===== config.mk =====
export PLATFORM = sky130hd
export DESIGN_NAME = seconds_countdown_timer
export DESIGN_NICKNAME = d
export VERILOG_FILES = /design/src/hw/rtl/stc_pkg.sv /design/src/hw/rtl/stc_core.sv /design/src/hw/rtl/stc_hour_split.sv /design/src/hw/rtl/stc_digit_split.sv /design/src/hw/rtl/seconds_countdown_timer.sv
export VERILOG_INCLUDE_DIRS = /design/src /design/src/hw/rtl
export SDC_FILE = /design/constraint.sdc
export NUM_CORES = 1
export LEC_CHECK = 0
export BUFFER_PORTS_ARGS = -buffer_cell sky130_fd_sc_hd__buf_2
export CELL_PAD_IN_SITES_DETAIL_PLACEMENT = 0
export CELL_PAD_IN_SITES_GLOBAL_PLACEMENT = 1
export CORE_MARGIN = 2
export CORE_UTILIZATION = 45
export CTS_BUF_LIST = sky130_fd_sc_hd__clkbuf_16
export DETAILED_ROUTE_END_ITERATION = 10
export GPL_TIMING_DRIVEN = 1
export HOLD_SLACK_MARGIN = 0.06
export PLACE_DENSITY = 0.78
export SYNTH_ARGS = -nofsm -noshare
export SYNTH_HDL_FRONTEND = slang
export SYNTH_SLANG_ARGS = --single-unit
export TNS_END_PERCENT = 20

===== constraint.sdc =====
create_clock -name i_clk -period 7 [get_ports i_clk]
set_input_delay 1.4 -clock i_clk [delete_from_list [all_inputs] [get_ports i_clk]]
set_output_delay 1.4 -clock i_clk [all_outputs]
set_load 0.02 [all_outputs]

===== src/hw/rtl/assert_macros.svh =====
// ---------------------------------------------------------------------------
// assert_macros.svh
// Concurrent assertion helpers used by the timer top level.
// ---------------------------------------------------------------------------
`ifndef ASSERT_MACROS_SVH
`define ASSERT_MACROS_SVH

// Same-cycle implication, disabled while reset is asserted.
`define ASSERT_IMPL(lbl, clk, rst_n, ante, cons) \
    lbl: assert property (@(posedge clk) disable iff (!(rst_n)) (ante) |-> (cons)) \
        else $error("assertion failed");

// Next-cycle implication, disabled while reset is asserted.
`define ASSERT_NEXT(lbl, clk, rst_n, ante, cons) \
    lbl: assert property (@(posedge clk) disable iff (!(rst_n)) (ante) |=> (cons)) \
        else $error("assertion failed");

`endif


===== src/hw/rtl/stc_pkg.sv =====
// ---------------------------------------------------------------------------
// stc_pkg
// Types and constants of the seconds countdown timer.
// ---------------------------------------------------------------------------
package stc_pkg;

    typedef enum logic [1:0] {
        CMD_RESET = 2'd0,
        CMD_START = 2'd1,
        CMD_TICK  = 2'd2
    } t_cmd;

    // Divide-by-3600 as multiply by ceil(2^27 / 3600), exact for 16-bit values
    localparam logic [15:0] HOUR_RECIP    = 16'd37283;
    localparam int          HOUR_SHIFT    = 27;
    localparam logic [15:0] SEC_PER_HOUR  = 16'd3600;
    // Divide-by-60 as multiply by ceil(2^18 / 60), exact below 3600
    localparam logic [12:0] MIN_RECIP     = 13'd4370;
    localparam int          MIN_SHIFT     = 18;
    localparam logic [11:0] SEC_PER_MIN   = 12'd60;

    // State update result, first pipeline stage
    typedef struct packed {
        logic [15:0] remaining;
        logic        expired;
        logic        by_win;
        logic        running;
    } t_s1;

    // After the hour split, second pipeline stage
    typedef struct packed {
        logic [4:0]  hours;
        logic [11:0] in_hour;
        logic [15:0] remaining;
        logic        urgent;
        logic        expired;
        logic        by_win;
        logic        running;
    } t_s2;

    // Final result item
    typedef struct packed {
        logic [15:0] remaining;
        logic        urgent;
        logic        expired;
        logic        by_win;
        logic        running;
        logic        hours_tens;
        logic [3:0]  hours_ones;
        logic [2:0]  minutes_tens;
        logic [3:0]  minutes_ones;
        logic [2:0]  seconds_tens;
        logic [3:0]  seconds_ones;
    } t_result;

endpackage


===== src/hw/rtl/stc_core.sv =====
// ---------------------------------------------------------------------------
// stc_core
// Countdown state, prescaler and configuration register; registers the
// updated state of each accepted transaction into the first stage.
// ---------------------------------------------------------------------------
module stc_core #(
    parameter int FRAMES_PER_SECOND = 60
) (
    input  logic             i_clk,
    input  logic             i_rst_n,
    input  logic             i_cfg_we,
    input  logic [15:0]      i_cfg_data,
    input  logic             i_accept,
    input  logic [1:0]       i_command,
    input  logic             i_freeze,
    input  logic             i_win,
    output logic [15:0]      o_cfg,
    output stc_pkg::t_s1     o_s1
);
    import stc_pkg::*;

    localparam logic [5:0] FPS = 6'(FRAMES_PER_SECOND);

    logic [15:0] r_cfg;
    logic [15:0] r_rem, n_rem;
    logic [5:0]  r_frame, n_frame;
    logic        r_active, n_active;
    logic        n_expired, n_by_win;
    logic [5:0]  frame_inc;
    logic [15:0] rem_dec;
    t_s1         r_s1;

    assign frame_inc = r_frame + 6'd1;
    assign rem_dec   = r_rem - 16'd1;

    always_comb begin
        n_rem     = r_rem;
        n_frame   = r_frame;
        n_active  = r_active;
        n_expired = 1'b0;
        n_by_win  = 1'b0;
        unique case (t_cmd'(i_command))
            CMD_RESET: begin
                n_rem    = r_cfg;
                n_active = 1'b0;
                n_frame  = 6'd0;
            end
            CMD_START: begin
                if (!r_active) begin
                    if (r_cfg == 16'd0) begin
                        n_rem = 16'd0;
                    end else begin
                        if (r_rem == 16'd0 || r_rem > r_cfg) begin
                            n_rem = r_cfg;
                        end
                        n_active = 1'b1;
                        n_frame  = 6'd0;
                    end
                end
            end
            CMD_TICK: begin
                if (r_active && r_rem != 16'd0 && !i_freeze) begin
                    if (frame_inc >= FPS) begin
                        n_frame = 6'd0;
                        if (i_win) begin
                            // win wins over reaching zero on the same boundary
                            n_rem    = 16'd0;
                            n_active = 1'b0;
                            n_by_win = 1'b1;
                        end else begin
                            n_rem = rem_dec;
                            if (rem_dec == 16'd0) begin
                                n_active  = 1'b0;
                                n_expired = 1'b1;
                            end
                        end
                    end else begin
                        n_frame = frame_inc;
                    end
                end
            end
            default: begin
            end
        endcase
    end

    always_ff @(posedge i_clk) begin
        if (!i_rst_n) begin
            r_cfg    <= 16'd0;
            r_rem    <= 16'd0;
            r_frame  <= 6'd0;
            r_active <= 1'b0;
        end else begin
            if (i_cfg_we) begin
                r_cfg <= i_cfg_data;
            end
            if (i_accept) begin
                r_rem    <= n_rem;
                r_frame  <= n_frame;
                r_active <= n_active;
            end
        end
    end

    always_ff @(posedge i_clk) begin
        if (i_accept) begin
            r_s1.remaining <= n_rem;
            r_s1.expired   <= n_expired;
            r_s1.by_win    <= n_by_win;
            r_s1.running   <= n_active;
        end
    end

    assign o_cfg = r_cfg;
    assign o_s1  = r_s1;

endmodule


===== src/hw/rtl/stc_hour_split.sv =====
// ---------------------------------------------------------------------------
// stc_hour_split
// Splits the remainder into whole hours and seconds within the hour and
// evaluates the urgency flag.
// ---------------------------------------------------------------------------
module stc_hour_split (
    input  logic             i_clk,
    input  logic             i_load,
    input  logic [15:0]      i_cfg,
    input  stc_pkg::t_s1     i_s1,
    output stc_pkg::t_s2     o_s2
);
    import stc_pkg::*;

    logic [31:0] hour_prod;
    logic [4:0]  hours;
    logic [15:0] hour_secs;
    logic [15:0] in_hour;
    logic        urgent;
    t_s2         r_s2;

    assign hour_prod = 32'(i_s1.remaining) * 32'(HOUR_RECIP);
    assign hours     = hour_prod[HOUR_SHIFT +: 5];
    assign hour_secs = 16'(hours) * SEC_PER_HOUR;
    assign in_hour   = i_s1.remaining - hour_secs;
    assign urgent    = (i_cfg != 16'd0) && (i_s1.remaining <= {1'b0, i_cfg[15:1]});

    always_ff @(posedge i_clk) begin
        if (i_load) begin
            r_s2.hours     <= hours;
            r_s2.in_hour   <= in_hour[11:0];
            r_s2.remaining <= i_s1.remaining;
            r_s2.urgent    <= urgent;
            r_s2.expired   <= i_s1.expired;
            r_s2.by_win    <= i_s1.by_win;
            r_s2.running   <= i_s1.running;
        end
    end

    assign o_s2 = r_s2;

endmodule


===== src/hw/rtl/stc_digit_split.sv =====
// ---------------------------------------------------------------------------
// stc_digit_split
// Minutes and seconds split and decimal digits; holds the result register.
// ---------------------------------------------------------------------------
module stc_digit_split (
    input  logic               i_clk,
    input  logic               i_load,
    input  stc_pkg::t_s2       i_s2,
    output stc_pkg::t_result   o_result
);
    import stc_pkg::*;

    // Tens digit of a value below 64
    function automatic logic [2:0] tens_of(input logic [5:0] v);
        logic [2:0] t;
        if (v >= 6'd60) begin
            t = 3'd6;
        end else if (v >= 6'd50) begin
            t = 3'd5;
        end else if (v >= 6'd40) begin
            t = 3'd4;
        end else if (v >= 6'd30) begin
            t = 3'd3;
        end else if (v >= 6'd20) begin
            t = 3'd2;
        end else if (v >= 6'd10) begin
            t = 3'd1;
        end else begin
            t = 3'd0;
        end
        return t;
    endfunction

    logic [24:0] min_prod;
    logic [5:0]  minutes;
    logic [11:0] min_secs;
    logic [11:0] secs_full;
    logic [5:0]  seconds;
    logic [2:0]  m_tens, s_tens;
    logic [5:0]  m_ones, s_ones;
    logic        h_tens;
    logic [4:0]  h_ones;
    t_result     r_out;

    assign min_prod  = 25'(i_s2.in_hour) * 25'(MIN_RECIP);
    assign minutes   = min_prod[MIN_SHIFT +: 6];
    assign min_secs  = 12'(minutes) * SEC_PER_MIN;
    assign secs_full = i_s2.in_hour - min_secs;
    assign seconds   = secs_full[5:0];

    assign m_tens = tens_of(minutes);
    assign s_tens = tens_of(seconds);
    assign m_ones = minutes - 6'(m_tens) * 6'd10;
    assign s_ones = seconds - 6'(s_tens) * 6'd10;
    assign h_tens = (i_s2.hours >= 5'd10);
    assign h_ones = h_tens ? (i_s2.hours - 5'd10) : i_s2.hours;

    always_ff @(posedge i_clk) begin
        if (i_load) begin
            r_out.remaining    <= i_s2.remaining;
            r_out.urgent       <= i_s2.urgent;
            r_out.expired      <= i_s2.expired;
            r_out.by_win       <= i_s2.by_win;
            r_out.running      <= i_s2.running;
            r_out.hours_tens   <= h_tens;
            r_out.hours_ones   <= h_ones[3:0];
            r_out.minutes_tens <= m_tens;
            r_out.minutes_ones <= m_ones[3:0];
            r_out.seconds_tens <= s_tens;
            r_out.seconds_ones <= s_ones[3:0];
        end
    end

    assign o_result = r_out;

endmodule


===== src/hw/rtl/seconds_countdown_timer.sv =====
// Three register stages (state update, hour split, digit split) carry an
// accepted transaction to the output; each loads when the next is empty or
// moving on. Throughput: one transaction per cycle while i_ready is high.
// Reset (i_rst_n low, synchronous): count and prescaler cleared, timer
// stopped, configured length 0, pipeline emptied.
// ---------------------------------------------------------------------------
// seconds_countdown_timer
// Seconds countdown with a frame prescaler and h:m:s digit outputs.
// ---------------------------------------------------------------------------
`include "assert_macros.svh"

module seconds_countdown_timer #(
    parameter int FRAMES_PER_SECOND = 60
) (
    input  logic        i_clk,
    input  logic        i_rst_n,
    // configuration write channel
    input  logic        i_cfg_valid,
    output logic        o_cfg_ready,
    input  logic [15:0] i_configured_seconds,
    // input channel
    input  logic        i_valid,
    output logic        o_ready,
    input  logic [1:0]  i_command,
    input  logic        i_freeze,
    input  logic        i_win,
    // result channel
    output logic        o_valid,
    input  logic        i_ready,
    output logic [15:0] o_remaining_seconds,
    output logic        o_urgent,
    output logic        o_expired,
    output logic        o_stopped_by_win,
    output logic        o_running,
    output logic        o_hours_tens,
    output logic [3:0]  o_hours_ones,
    output logic [2:0]  o_minutes_tens,
    output logic [3:0]  o_minutes_ones,
    output logic [2:0]  o_seconds_tens,
    output logic [3:0]  o_seconds_ones
);
    import stc_pkg::*;

    logic        r_v1, r_v2, r_vo;
    logic        accept, load2, load_o;
    logic [15:0] cfg;
    t_s1         s1;
    t_s2         s2;
    t_result     res;

    assign load_o  = r_v2 && (!r_vo || i_ready);
    assign load2   = r_v1 && (!r_v2 || load_o);
    assign o_ready = !r_v1 || load2;
    assign accept  = i_valid && o_ready;

    // urgency is evaluated a stage after the state update, so the length
    // only changes with the pipeline empty and no command transaction offered
    assign o_cfg_ready = !r_v1 && !r_v2 && !r_vo && !i_valid;

    always_ff @(posedge i_clk) begin
        if (!i_rst_n) begin
            r_v1 <= 1'b0;
            r_v2 <= 1'b0;
            r_vo <= 1'b0;
        end else begin
            if (accept) begin
                r_v1 <= 1'b1;
            end else if (load2) begin
                r_v1 <= 1'b0;
            end
            if (load2) begin
                r_v2 <= 1'b1;
            end else if (load_o) begin
                r_v2 <= 1'b0;
            end
            if (load_o) begin
                r_vo <= 1'b1;
            end else if (i_ready) begin
                r_vo <= 1'b0;
            end
        end
    end

    stc_core #(
        .FRAMES_PER_SECOND (FRAMES_PER_SECOND)
    ) u_core (
        .i_clk      (i_clk),
        .i_rst_n    (i_rst_n),
        .i_cfg_we   (i_cfg_valid && o_cfg_ready),
        .i_cfg_data (i_configured_seconds),
        .i_accept   (accept),
        .i_command  (i_command),
        .i_freeze   (i_freeze),
        .i_win      (i_win),
        .o_cfg      (cfg),
        .o_s1       (s1)
    );

    stc_hour_split u_hour (
        .i_clk  (i_clk),
        .i_load (load2),
        .i_cfg  (cfg),
        .i_s1   (s1),
        .o_s2   (s2)
    );

    stc_digit_split u_digit (
        .i_clk    (i_clk),
        .i_load   (load_o),
        .i_s2     (s2),
        .o_result (res)
    );

    assign o_valid             = r_vo;
    assign o_remaining_seconds = res.remaining;
    assign o_urgent            = res.urgent;
    assign o_expired           = res.expired;
    assign o_stopped_by_win    = res.by_win;
    assign o_running           = res.running;
    assign o_hours_tens        = res.hours_tens;
    assign o_hours_ones        = res.hours_ones;
    assign o_minutes_tens      = res.minutes_tens;
    assign o_minutes_ones      = res.minutes_ones;
    assign o_seconds_tens      = res.seconds_tens;
    assign o_seconds_ones      = res.seconds_ones;

    // digits from the reciprocal split stay decimal and in range
    `ASSERT_IMPL(a_digits_range, i_clk, i_rst_n, r_vo,
        res.hours_ones <= 4'd9 && res.minutes_tens <= 3'd5 && res.minutes_ones <= 4'd9 &&
        res.seconds_tens <= 3'd5 && res.seconds_ones <= 4'd9)
    `ASSERT_IMPL(a_expired_zero, i_clk, i_rst_n, r_vo && res.expired,
        res.remaining == 16'd0 && !res.running && !res.by_win)
    `ASSERT_IMPL(a_win_zero, i_clk, i_rst_n, r_vo && res.by_win,
        res.remaining == 16'd0 && !res.running)
    `ASSERT_IMPL(a_running_nonzero, i_clk, i_rst_n, r_vo && res.running,
        res.remaining != 16'd0)
    `ASSERT_NEXT(a_stage_hold, i_clk, i_rst_n, r_v1 && !load2, r_v1)

endmodule


==> impl_summary.md, run 1 <==
Outcome
The flow ran to the end, and the final reports show no timing, DRC or antenna violations.

Synthesis
The complex-gate fraction of the synthesized area is 14.6%. The synthesized netlist contains 80 unique library cells. The number of nets in the synthesized netlist is 1,529. After synthesis, flip-flops and latches occupy between 20% and 30% of the total area. The mean area per synthesized cell is ~10 um^2. The area fraction in and, or, nand and nor cells after synthesis is 10.4%. The flip-flop and latch count after synthesis is 132. By area, the combinational part of the netlist is dominated by adder cells. The post-synth design cell area is approximately 0.012 mm^2. Of the total synthesized cell area, the portion taken by full adders, half adders and majority gates is 37.0%. The fraction of synthesized cell area in xor and xnor cells is 2.96%. The number of warning messages in the yosys log is 0.

The portion of netlist area occupied by mux cells is less than 1%. The cell count after synthesis came out at 1,186. For this run, asynchronously set or reset flops after synthesis account for 0%. In this run, synthesis inferred 90 flip-flops with an integrated enable. The most instantiated flip-flop cell in the synthesis netlist is sky130_fd_sc_hd__edfxtp_1.

Critical path
Data arrives at the worst endpoint at approximately 7000 ps. The reg-to-reg setup timing slack is 300 ps. The worst register-to-register path begins at u_hour.o_s2[27]. Measured in cells, the most critical reg-to-reg path has a length of 25. The launching instance or port of the critical path is u_hour.o_s2[27]. The startpoint-to-endpoint class of the critical path is reg -> reg. Of all nets on the critical path, the largest fanout is 8. The critical register-to-register path endpoint is u_digit.o_result[2]. Data on the critical path is required at its endpoint by 7310 ps. The launching element type of the critical path is a register. The endpoint of the worst setup timing path is u_digit.o_result[2]. The kind of end point of the critical path is a register.

Placed design
At the end of routability-driven placement, the weighted congestion stood at 0.911. The post-place instance area is 0.0129 mm^2. The number of buffers added on ports is 66.

The total instance count after detailed placement is 1,581. Summed over all nets, the half-perimeter wirelength after detailed placement is 22,400 um.

Cells and area
In the final layout, flip-flops and latches occupy 0.00354 mm^2. Summing all multi-input logic gate instances after layout gives 0.00795 mm^2. Of the cells placed in the final design, the portion with a size suffix greater than 1 is 13.0%. The finished cells cover 0.0136 mm^2. Compared with the post-synthesis result, the final layout area differs by 12.3%. The total inserted antenna cells is 0. Counting the fill cells in the layout gives 2,417. The net count of the finished layout is between 1,500 and 2,000. The number of non-filler instances in the completed layout is 1,619.

STA
The clock period minus worst slack is about 6700 ps. The final hold violation count came to 0. The fmax is 0.149 GHz. The number of setup violations in the final report is 0. Clock skew on the completed layout was measured at 11.6 ps. The post-route clock period utilization is 95.8%. The final-report max-slew violation count is 0. The relative max-transition margin is 27.2%. Setup repair after global routing could not meet its margin everywhere. At the pin with the least slew margin, the transition time is 1090 ps.

The setup TNS after final layout is 0 ps. The worst-case hold slack is 419 ps.

Clocking
The cts-stage hold buffer count is 0. The later pin in the worst-skew pair is clocked with a latency of between 400 and 500 ps. The worst-case clock buffer depth is 2. Clock tree synthesis found a total of ~130 sinks.

The number of CTS-inserted buffers is 17. The root cell of the clock tree is sky130_fd_sc_hd__clkbuf_16. TritonCTS built the clock tree. The clock slew seen by the registers of the worst setup and hold paths is 60 ps. The number of levels the H-tree was split into is 4.

Global route
The total global routing overflow is 0. Entering global routing, the biggest net connects 49 pins. The wire length of the first global-routing pass is 46,500 um. The number of global-route vias before repair is 8,746.

The initial antenna violation count is 0. Global routing used 21.0% of the available tracks.

Route
The vias per cell is 5.54. The count of routing violations after the opening detailed-route iteration is 619. The overall routed net length is about 29,000 um.

The total number of vias is 8,965. Once detail routing completed, the nets flagged for antenna violations numbered 0. In the routed design, unresolved DRC markers number 0.

The count of TritonRoute iterations in the first routing pass is 5. After detailed routing, the average wire length per cell comes to between 15 and 20 um.

Floorplan
The number of rows created at floorplan is 60. The x dimension of the die is between 150 and 200 um. The height of the die is 168 um. The area inside the core boundary is 0.0267 mm^2. The floorplan step defined a die boundary enclosing 0.0282 mm^2. Once the floorplan was initialized, standard cells occupied 45.4% of the core. In this run the count of I/O pins placed on the die edge is 67.

Job
The max-cap violation count is 0.

Worst hold path
The worst hold path class is reg -> reg.
==> cells in the mapped netlist (11+ instances only) <==
master                       n  area [um^2]
sky130_fd_sc_hd__dfxtp_1    42          841
sky130_fd_sc_hd__a21oi_1    56          280
sky130_fd_sc_hd__nor2_1     46          173
sky130_fd_sc_hd__nand3_1    16         80.1
sky130_fd_sc_hd__o21ai_0    61          305
sky130_fd_sc_hd__fa_1       63         1260
sky130_fd_sc_hd__o21a_1     12         90.1
sky130_fd_sc_hd__o211ai_1   11         82.6
sky130_fd_sc_hd__clkbuf_1   25         93.8
sky130_fd_sc_hd__o22ai_1    11         68.8
sky130_fd_sc_hd__inv_1     142          533
sky130_fd_sc_hd__ha_1      255         3190
sky130_fd_sc_hd__nand2_1    96          360
sky130_fd_sc_hd__nor4_1     13         81.3
sky130_fd_sc_hd__nor2b_1    13         81.3
sky130_fd_sc_hd__xor2_1     13          114
sky130_fd_sc_hd__nor3_1     13         65.1
sky130_fd_sc_hd__nand4_1    15         93.8
sky130_fd_sc_hd__a21boi_0   22          165
sky130_fd_sc_hd__a21o_1     20          150
sky130_fd_sc_hd__xnor2_1    26          228
sky130_fd_sc_hd__edfxtp_1   90         2700
==> final cells by class <==
cell class	count	area share (%)
sequential	132	26.1
multi-input combinational	876	58.5
timing repair buffer	94	3.98
inverter	144	3.98
tap	341	3.14
clock buffer	17	3.13
clock inverter	15	1.19
==> worst min path at each step <==
stage                                from              endpoint  slack, ps  cells past startpoint
after floorplan            u_hour.o_s2[0]  u_digit.o_result[19]        400                      0
after global placement    u_hour.o_s2[19]  u_digit.o_result[38]        400                      0
after detailed placement   u_hour.o_s2[9]  u_digit.o_result[28]        400                      0
after CTS                  u_hour.o_s2[9]  u_digit.o_result[28]        420                      0
after global routing       u_hour.o_s2[9]  u_digit.o_result[28]        420                      0
final                      u_hour.o_s2[9]  u_digit.o_result[28]        420                      0
==> what timing repair did <==
item | CTS | global route
gates resized for setup | 0 | 11
setup endpoints to repair | 0 | 4
hold endpoints to repair | 0 | 0
setup buffers | 0 | 6
==> worst max-delay path: stages (launching register included) <==
cell and delay, ps:
sky130_fd_sc_hd__edfxtp_1 430, sky130_fd_sc_hd__ha_1 340, sky130_fd_sc_hd__inv_1 60, sky130_fd_sc_hd__fa_1 500
sky130_fd_sc_hd__inv_1 40, sky130_fd_sc_hd__ha_1 290, sky130_fd_sc_hd__ha_1 300, sky130_fd_sc_hd__ha_1 300
sky130_fd_sc_hd__nand4_1 200, sky130_fd_sc_hd__a211oi_4 280, sky130_fd_sc_hd__a211oi_2 150, sky130_fd_sc_hd__xnor2_1 330
sky130_fd_sc_hd__ha_1 320, sky130_fd_sc_hd__ha_1 300, sky130_fd_sc_hd__ha_1 360, sky130_fd_sc_hd__or4_1 540
sky130_fd_sc_hd__nand2_1 100, sky130_fd_sc_hd__xnor2_1 100, sky130_fd_sc_hd__xnor2_2 350, sky130_fd_sc_hd__nor3_1 80
sky130_fd_sc_hd__a21oi_1 190, sky130_fd_sc_hd__o22ai_2 120, sky130_fd_sc_hd__a211oi_2 220, sky130_fd_sc_hd__ha_1 190
sky130_fd_sc_hd__fa_1 400, sky130_fd_sc_hd__inv_1 60
==> stage by stage <==
step / utilization (%) / worst slack [ps]
2_1_floorplan: - / 518
3_3_place_gp: 48.4 / 261
3_5_place_dp: 48.4 / 101
4_1_cts: 50.6 / 48.9
5_1_grt: 51.0 / -105
6_report: 51.0 / 296
==> sequential cells by signal, summed over array words and instances, names as in the netlist <==
signal / cells
u_core.o_s1: 19
u_core.r_active: 1
o_valid: 1
r_v2: 1
r_v1: 1
u_core.o_cfg: 16
u_core.r_rem: 16
u_digit.o_result: 38
u_core.r_frame: 6
u_hour.o_s2: 33
==> metal layers <==
| metal | track usage [%] | share of wire (%) | up-vias |
|---|---|---|---|
| li1 | - | - | 4428 |
| met4 | 5.22 | 1.4 | 0 |
| met2 | 35.9 | 48 | 239 |
| met5 | 0 | 0 | - |
| met3 | 2.42 | 4.2 | 26 |
| met1 | 28.6 | 47 | 4272 |
==> cell usage in the layout, fill, tap and decap left out, types with 4 or more instances in the layout <==
master                      netlist  final
sky130_fd_sc_hd__a211oi_1         9      7
sky130_fd_sc_hd__a21boi_0        22     21
sky130_fd_sc_hd__a21o_1          20     20
sky130_fd_sc_hd__a21oi_1         56     56
sky130_fd_sc_hd__a22oi_1          7      7
sky130_fd_sc_hd__a31oi_1          9      9
sky130_fd_sc_hd__and2_1           4      4
sky130_fd_sc_hd__and3_1           6      6
sky130_fd_sc_hd__buf_2            5     66
sky130_fd_sc_hd__buf_4            2     28
sky130_fd_sc_hd__clkbuf_16        0     17
sky130_fd_sc_hd__dfxtp_1         42     42
sky130_fd_sc_hd__edfxtp_1        90     90
sky130_fd_sc_hd__fa_1            63     63
sky130_fd_sc_hd__ha_1           255    255
sky130_fd_sc_hd__inv_1          142    142
sky130_fd_sc_hd__inv_6            0      6
sky130_fd_sc_hd__inv_8            0      4
sky130_fd_sc_hd__nand2_1         96     96
sky130_fd_sc_hd__nand3_1         16     16
sky130_fd_sc_hd__nand3b_1         5      5
sky130_fd_sc_hd__nand4_1         15     15
sky130_fd_sc_hd__nor2_1          46     46
sky130_fd_sc_hd__nor2b_1         13     12
sky130_fd_sc_hd__nor3_1          13     13
sky130_fd_sc_hd__nor4_1          13     13
sky130_fd_sc_hd__o211ai_1        11     11
sky130_fd_sc_hd__o21a_1          12     12
sky130_fd_sc_hd__o21ai_0         61     60
sky130_fd_sc_hd__o21bai_1         5      5
sky130_fd_sc_hd__o22ai_1         11      8
sky130_fd_sc_hd__o31ai_1          7      7
sky130_fd_sc_hd__xnor2_1         26     24
sky130_fd_sc_hd__xor2_1          13     13
==> logic make-up (layout without fill, tap and decap cells) <==
| group | count (synthesis) | in the layout |
|---|---|---|
| XOR/XNOR | 40 | 40 |
| AO/OA/AOI/OAI | 264 | 264 |
| adder cells (fa/ha/maj) | 320 | 320 |
| AND/OR/NAND/NOR | 251 | 251 |
| buffers and inverters | 178 | 270 |
| multiplexers | 1 | 1 |
| flip-flops | 132 | 132 |
Power of run 1 is not shown: default switching activity piles up to over one toggle a cycle in this logic, so the estimate is an artifact.
==> run 2, diff against run 1 <==
- PLACE_DENSITY: 0.78 -> 0.83
==> run 2 against run 1 <==
Compared with the run above:
- sequential cell count stayed put
- wire length decreased by 0.20%
- cell count fell by 0.25%
- worst setup slack worse by 3.7 ps
- non-clock buffer count fell by 5
- clock-buffer cell count unchanged
- core utilization barely moved
- critical endpoint unchanged
==> impl_summary.md, run 2 (synthesis gave the netlist of run 1 again) <==
Floorplan
The effective utilization at floorplan was 45.4% (unchanged). The area inside the core boundary is 0.0267 mm^2 (unchanged). The die area came to 0.0282 mm^2 (unchanged). The number of top-level design ports is 67 (unchanged). The x dimension of the die was 168 um (unchanged). The height of the die is 168 um (unchanged). The number of rows created at floorplan is 60 (unchanged).

Route
The average detailed-routed wire length per instance came to 17.7 um (about the same). The count of TritonRoute iterations in the first routing pass came to 5 (unchanged). The count of routing violations after the opening detailed-route iteration is 660 (+6.6%). The post-detailed-route DRC marker count is 0 (unchanged). The overall routed net length is 28,500 um (-0.20%). The number of nets still failing antenna checks after routing is 0 (unchanged). The total number of vias is 9,032 (+0.75%). The vias per cell is 5.59 (+1.0%).

Critical path
STA classifies the critical path startpoint as a register. The delay of the slowest cell on the worst path is 530 ps (about the same). The cell type with the highest occurrence count on the critical path is sky130_fd_sc_hd__ha_1. The critical path is of the reg -> reg type.

The worst-path cell with the longest stage delay is sky130_fd_sc_hd__or4_1. The kind of end point of the critical path is a register. The required time of the critical path was 7300 ps (about the same).

The top fanout value on the critical path is 5 (-3). The critical path data arrival time is 7010 ps (about the same). The depth of the most critical reg-to-reg path is 26 (+4.0%).

Placed design
The half-perimeter wire length after placement is 22,300 um (-0.81%). The number of buffers added on ports was 66 (unchanged). The global placer's final weighted congestion is 0.932 (+2.3%).

The worst slack at placement is 86.8 ps (-14.6 ps).

STA
The post-route clock period utilization is 95.8% (about the same). Setup repair after global routing could not meet its margin everywhere. The clock tree skew after final layout is 11.2 ps (-0.397 ps).

The slew at the pin closest to its max-slew limit is 1110 ps (+20.9 ps). The final hold violation count was 0 (unchanged). The setup slack after layout is 293 ps (-3.70 ps). The final-report max-slew violation count is 0 (unchanged). The relative max-transition margin is 25.8% (-1.4 points).

The number of setup violations in the final report is 0 (unchanged). The clock period minus worst slack is 6710 ps (+3.71 ps). The fmax is 0.149 GHz (about the same).

Worst hold path
The worst hold path class is reg -> reg. The instance count along the most critical hold path is 0 (unchanged).

Clocking
The root cell of the clock tree is sky130_fd_sc_hd__clkbuf_16. TritonCTS built the clock tree. The clock net sink count is 132 (unchanged). The clock slew seen by the registers of the worst setup and hold paths came to 70 ps (about the same).

The worst-case clock buffer depth is 2 (unchanged). The cts-stage hold buffer count was 0 (unchanged). The number of CTS-inserted buffers is 17 (unchanged). The later-pin clock latency in the skew report was 430 ps (about the same). The number of levels the H-tree was split into came to 4 (unchanged).

Global route
The pin count of the biggest net entering global routing came to 49 (unchanged). The number of global-route vias before repair is 9,141 (+4.5%). The total global routing overflow is 0 (unchanged). The wire length of the first global-routing pass is 46,900 um (+0.91%). The initial antenna violation count is 0 (unchanged).

The global router's overall resource usage is 21.2% (+0.13 points).

Cells and area
The total inserted antenna cells came to 0 (unchanged). The top cell types in the final layout, fill and taps aside, are sky130_fd_sc_hd__ha_1 (255), sky130_fd_sc_hd__inv_1 (142), sky130_fd_sc_hd__nand2_1 (96). The net count of the finished layout is 1,604 (-0.25%). The number of flip-flops in the largest register is 38 (unchanged). The synthesis-to-layout area growth is 12.2% (about the same).

The share of post-route cells with drive strength above 1 came to 12.5% (-0.51 points). The multi-input gate area in the final layout is 0.00796 mm^2 (about the same). The sequential cell area is 0.00354 mm^2 (unchanged).

The final-layout fill cell count is 2,401 (-0.66%). The most frequent standard cell in the layout excluding fill and tap cells is sky130_fd_sc_hd__ha_1.

Job
The max-cap violation count came to 0 (unchanged).

Outcome
The flow ran to the end, and the final reports show no timing, DRC or antenna violations.
==> run 2: repair_timing <==
action                                  4_1_cts  5_1_grt
setup buffers                                 0        2
resized for setup                             0       12
endpoints found under the setup margin        0        3
==> run 2: metrics by stage <==
stage          area, um^2  hold slack, ps  setup TNS [ps]  utilization [%]  instances
2_1_floorplan       12100             400               0                -       1186
3_3_place_gp        12900             401               0             48.3       1580
3_5_place_dp        12900             405               0             48.3       1580
4_1_cts             13500             416               0             50.6       1612
5_1_grt             13600             422           -38.8             50.9       1615
6_report            13600             416               0             50.9       1615
==> run 2: area by class of cell <==
| cell class | count | share of cell area (%) |
|---|---|---|
| Clock buffer | 17 | 3.13 |
| Clock inverter | 15 | 1.32 |
| Inverter | 144 | 3.98 |
| Multi-Input combinational cell | 877 | 58.6 |
| Sequential cell | 132 | 26.1 |
| Tap cell | 341 | 3.14 |
| Timing Repair Buffer | 89 | 3.70 |
==> run 2: path summary, 6_finish.rpt <==
path | startpoint | endpoint | slack (ps)
min reg2reg | u_hour.o_s2[8] | u_digit.o_result[27] | 420
max reg2reg | u_hour.o_s2[27] | u_digit.o_result[2] | 290
max | u_hour.o_s2[27] | u_digit.o_result[2] | 290
min | u_hour.o_s2[8] | u_digit.o_result[27] | 420
==> run 2: critical path, delay by kind of cell, from the launching register on <==
| kind | cells | cell delay, ps |
|---|---|---|
| buffers and inverters | 3 | 170 |
| AND/OR/NAND/NOR | 4 | 920 |
| flip-flops | 1 | 460 |
| AO/OA/AOI/OAI | 7 | 1240 |
| adder cells (fa/ha/maj) | 10 | 3350 |
| XOR/XNOR | 2 | 430 |
==> run 2: layer usage <==
layer | part of all wire (%) | vias up | GRT usage (%)
met1 | 45 | 4289 | 27.9
met4 | 2.2 | 0 | 6.69
met5 | 0 | - | 0
met2 | 48 | 284 | 35.7
met3 | 4.5 | 43 | 3.46
li1 | - | 4416 | -
Power of run 2 is left out for the same reason.
==> run 3, diff against run 2 <==
- ABC_AREA: unset -> 1
- CORE_UTILIZATION: 45 -> 44
- PLACE_DENSITY: 0.83 -> 0.84
==> run 3 against run 2 <==
Compared with the run above:
- worst hold slack about the same
- first-iteration DRC count is 6.7% higher
- wire length rose by 14%
- register-to-register slack improved by 160 ps
==> impl_summary.md, run 3 <==
Outcome
The run finished with clean final reports.

Global route
The wire length of the first global-routing pass is 53,200 um (+13%). The number of global-route vias before repair is 10,400 (+14%). The total global routing overflow is 0 (unchanged). The pin count of the biggest net entering global routing is 39 (-20%).

The global router's overall resource usage came to 22.0% (+0.84 points). The initial antenna violation count was 0 (unchanged).

Synthesis
The post-synth design cell area is 0.0129 mm^2 (+6.5%). Ranked by total cell area, the synthesized netlist is headed by sky130_fd_sc_hd__ha_1 (25%), sky130_fd_sc_hd__edfxtp_1 (21%), sky130_fd_sc_hd__fa_1 (9.8%). Of all cell types, the one taking the most synthesized area is sky130_fd_sc_hd__ha_1. The number of instances in the synthesized netlist is 1,513 (+28%). The portion of netlist area occupied by mux cells came to 0% (-0.083 points). The area fraction in and, or, nand and nor cells after synthesis is 18.4% (+8.0 points). The flip-flop and latch count after synthesis is 132 (unchanged). Ranked by instance count, the synthesized netlist is headed by sky130_fd_sc_hd__nand2_1 (297), sky130_fd_sc_hd__ha_1 (255), sky130_fd_sc_hd__inv_1 (232).

The complex-gate fraction of the synthesized area is 9.67% (-5.0 points). The net count after synthesis is 1,856 (+21%). The mean area per synthesized cell came to 8.52 um^2 (-17%). The area share of the leading cell type in the synthesized netlist is 24.8% (-1.6 points). The combinational family with the most area after synthesis is adder cells. The adder and majority cell fraction of the synthesized area is 34.6% (-2.4 points). By instance count, the leading cell after synthesis is sky130_fd_sc_hd__nand2_1. The post-synthesis cell type count is 51 (-36%). The share of async-settable or async-resettable flops after synthesis is 0% (unchanged). The part of the Yosys area used for sequential elements was 27.5% (-1.8 points). In the synthesized netlist the dominant register cell turns out to be sky130_fd_sc_hd__edfxtp_1. The fraction of synthesized cell area in xor and xnor cells is 2.17% (-0.79 points). The number of enable-type register cells in the synthesized netlist is 90 (unchanged). The number of warning messages in the yosys log is 0 (unchanged).

Job
The max-cap violation count is 0 (unchanged).

STA
The slew at the pin closest to its max-slew limit is 770 ps (-341 ps). The relative max-transition margin came to 48.3% (+22 points). The post-route clock period utilization is 93.5% (-2.3 points). The number of setup violations in the final report is 0 (unchanged). The clock period minus worst slack is 6550 ps (-162 ps). The fmax is 0.153 GHz (+2.5%). The final-report max-slew violation count came to 0 (unchanged). The clock tree skew after final layout is 13.1 ps (+1.91 ps). The final hold violation count is 0 (unchanged).

Cells and area
The net count of the finished layout is 1,948 (+21%). The most frequent standard cell in the layout excluding fill and tap cells is sky130_fd_sc_hd__nand2_1. The share of post-route cells with drive strength above 1 is 9.77% (-2.7 points). The top cell types in the final layout, fill and taps aside, are sky130_fd_sc_hd__nand2_1 (297), sky130_fd_sc_hd__ha_1 (255), sky130_fd_sc_hd__inv_1 (232). Relative to the synthesized area, the layout overhead comes to 11.8%. The post-route core utilization came to 50.0% (-0.90 points). The sequential cell area is 0.00354 mm^2 (unchanged). The total inserted antenna cells came to 0 (unchanged). The final-layout fill cell count is 2,718 (+13%). The multi-input gate area in the final layout is 0.00836 mm^2 (+5.1%). The number of flip-flops in the largest register was 38 (unchanged).

Route
The post-detailed-route DRC marker count was 0 (unchanged). The number of nets still failing antenna checks after routing is 0 (unchanged). The count of routing violations after the opening detailed-route iteration is 704 (+6.7%). The total number of vias was 10,600 (+17%).

The overall routed net length is 32,500 um (+14%). The count of TritonRoute iterations in the first routing pass is 5 (unchanged). The average detailed-routed wire length per instance is 16.2 um (-8.2%).

The vias per cell is 5.27 (-5.7%).

Critical path
The cell type with the highest occurrence count on the critical path is sky130_fd_sc_hd__ha_1. In this design, the largest share of critical-path delay is due to adder cells. The path length in cells of the critical path came to 32 (+23%). The critical path data arrival time is 6740 ps (-270 ps). STA classifies the critical path endpoint as a register.

For this design, the slowest cell found on the critical path is sky130_fd_sc_hd__fa_1. The launching instance or port of the critical path is u_hour.o_s2[6]. The critical register-to-register path endpoint is u_digit.o_result[3]. The delay of the slowest cell on the worst path was 500 ps (-30 ps). The required time of the critical path is 7200 ps (-100 ps). In this run the critical register-to-register path is launched from u_hour.o_s2[6].

STA classifies the critical path startpoint as a register. The reg-to-reg setup timing slack came to 450 ps (+160 ps). The worst setup path is of the reg -> reg kind. The sum of buffers and inverters on the critical path is 6 (+3). The depth of the most critical reg-to-reg path is 32 (+23%). In this run the worst setup path terminates at u_digit.o_result[3].

The top fanout value on the critical path came to 4 (-1).

Floorplan
The x dimension of the die was 175 um (+4.3%). The number of top-level design ports is 67 (unchanged). The die area is 0.0307 mm^2 (+8.7%).

The effective utilization at floorplan is 44.8% (-0.63 points). The height of the die is 175 um (+4.3%). The area inside the core boundary was 0.0288 mm^2 (+8.0%). The number of rows created at floorplan was 62 (+3.3%).

Placed design
The half-perimeter wire length after placement came to 26,100 um (+17%). The number of buffers added on ports came to 66 (unchanged). The global placer's final weighted congestion is 0.911 (-2.2%).

Clocking
The clock slew seen by the registers of the worst setup and hold paths is 70 ps (about the same). The number of CTS-inserted buffers came to 17 (unchanged). The CTS tree is yes. CTS placed an instance of sky130_fd_sc_hd__clkbuf_16 at the clock tree root. The cts-stage hold buffer count is 0 (unchanged). The number of levels the H-tree was split into is 4 (unchanged). The later-pin clock latency in the skew report came to 440 ps (about the same). The clock net sink count is 132 (unchanged).

The worst-case clock buffer depth is 2 (unchanged).

Worst hold path
In this run the worst hold path is classified as reg -> reg.
## run 3: repair_timing
action	in CTS	in global routing
endpoints found under the setup margin	0	1
gates resized for setup	0	1
setup buffers	0	3
## run 3: cells by family (layout without fill, tap and decap cells)
kind of cell | Yosys count | count (layout)
AOI/OAI and AO/OA | 226 | 226
and+or+nand+nor | 548 | 548
DFF | 132 | 132
adders and majority gates | 318 | 318
xor gates and xnor gates | 31 | 31
buffers and inverters | 258 | 363
## run 3: final cells by class
type / instances / share of cell area [%]
clock buffers: 17 / 2.95
clock inverters: 15 / 1.23
inverters: 243 / 6.37
multi-input cells: 1123 / 58.1
flip-flops and latches: 132 / 24.6
well taps: 384 / 3.34
repair buffers: 88 / 3.44
## run 3: stage by stage
stage	cells	setup WS (ps)	cell area, um^2	TNS, ps	hold WS, ps
floorplan	1513	954	12900	0	400
global placement	1967	595	13800	0	405
detailed placement	1967	416	13800	0	405
CTS	1999	389	14400	0	417
global route	2002	-13.4	14400	-13.4	422
finish	2002	454	14400	0	416
## run 3: how the worst min path moves through the flow
stage / start / to / slack, ps / cells after the start
2_1_floorplan: u_hour.o_s2[0] / u_digit.o_result[19] / 400 / 0
3_3_place_gp: u_core.o_s1[1] / u_hour.o_s2[1] / 410 / 0
3_5_place_dp: u_hour.o_s2[16] / u_digit.o_result[35] / 400 / 0
4_1_cts: u_hour.o_s2[16] / u_digit.o_result[35] / 420 / 0
5_1_grt: u_core.o_s1[1] / u_hour.o_s2[1] / 420 / 0
6_report: u_hour.o_s2[16] / u_digit.o_result[35] / 420 / 0
## run 3: routing by layer
layer  GRT usage (%)  wire length [um]  up-vias
li1                -                 -     5286
met1            30.2             15100     4903
met2            36.7             15000      323
met3            3.02              1870       47
met4            5.42               586        0
met5               0                 0        -
## run 3: worst register-to-register path, delay by kind of cell (launching register included)
family,cells,cell delay [ps]
DFF,1,440
buffers and inverters,6,400
xor gates and xnor gates,5,1020
adders and majority gates,10,3380
and+or+nand+nor,9,700
AOI/OAI and AO/OA,2,340
Power of run 3 is left out for the same reason.
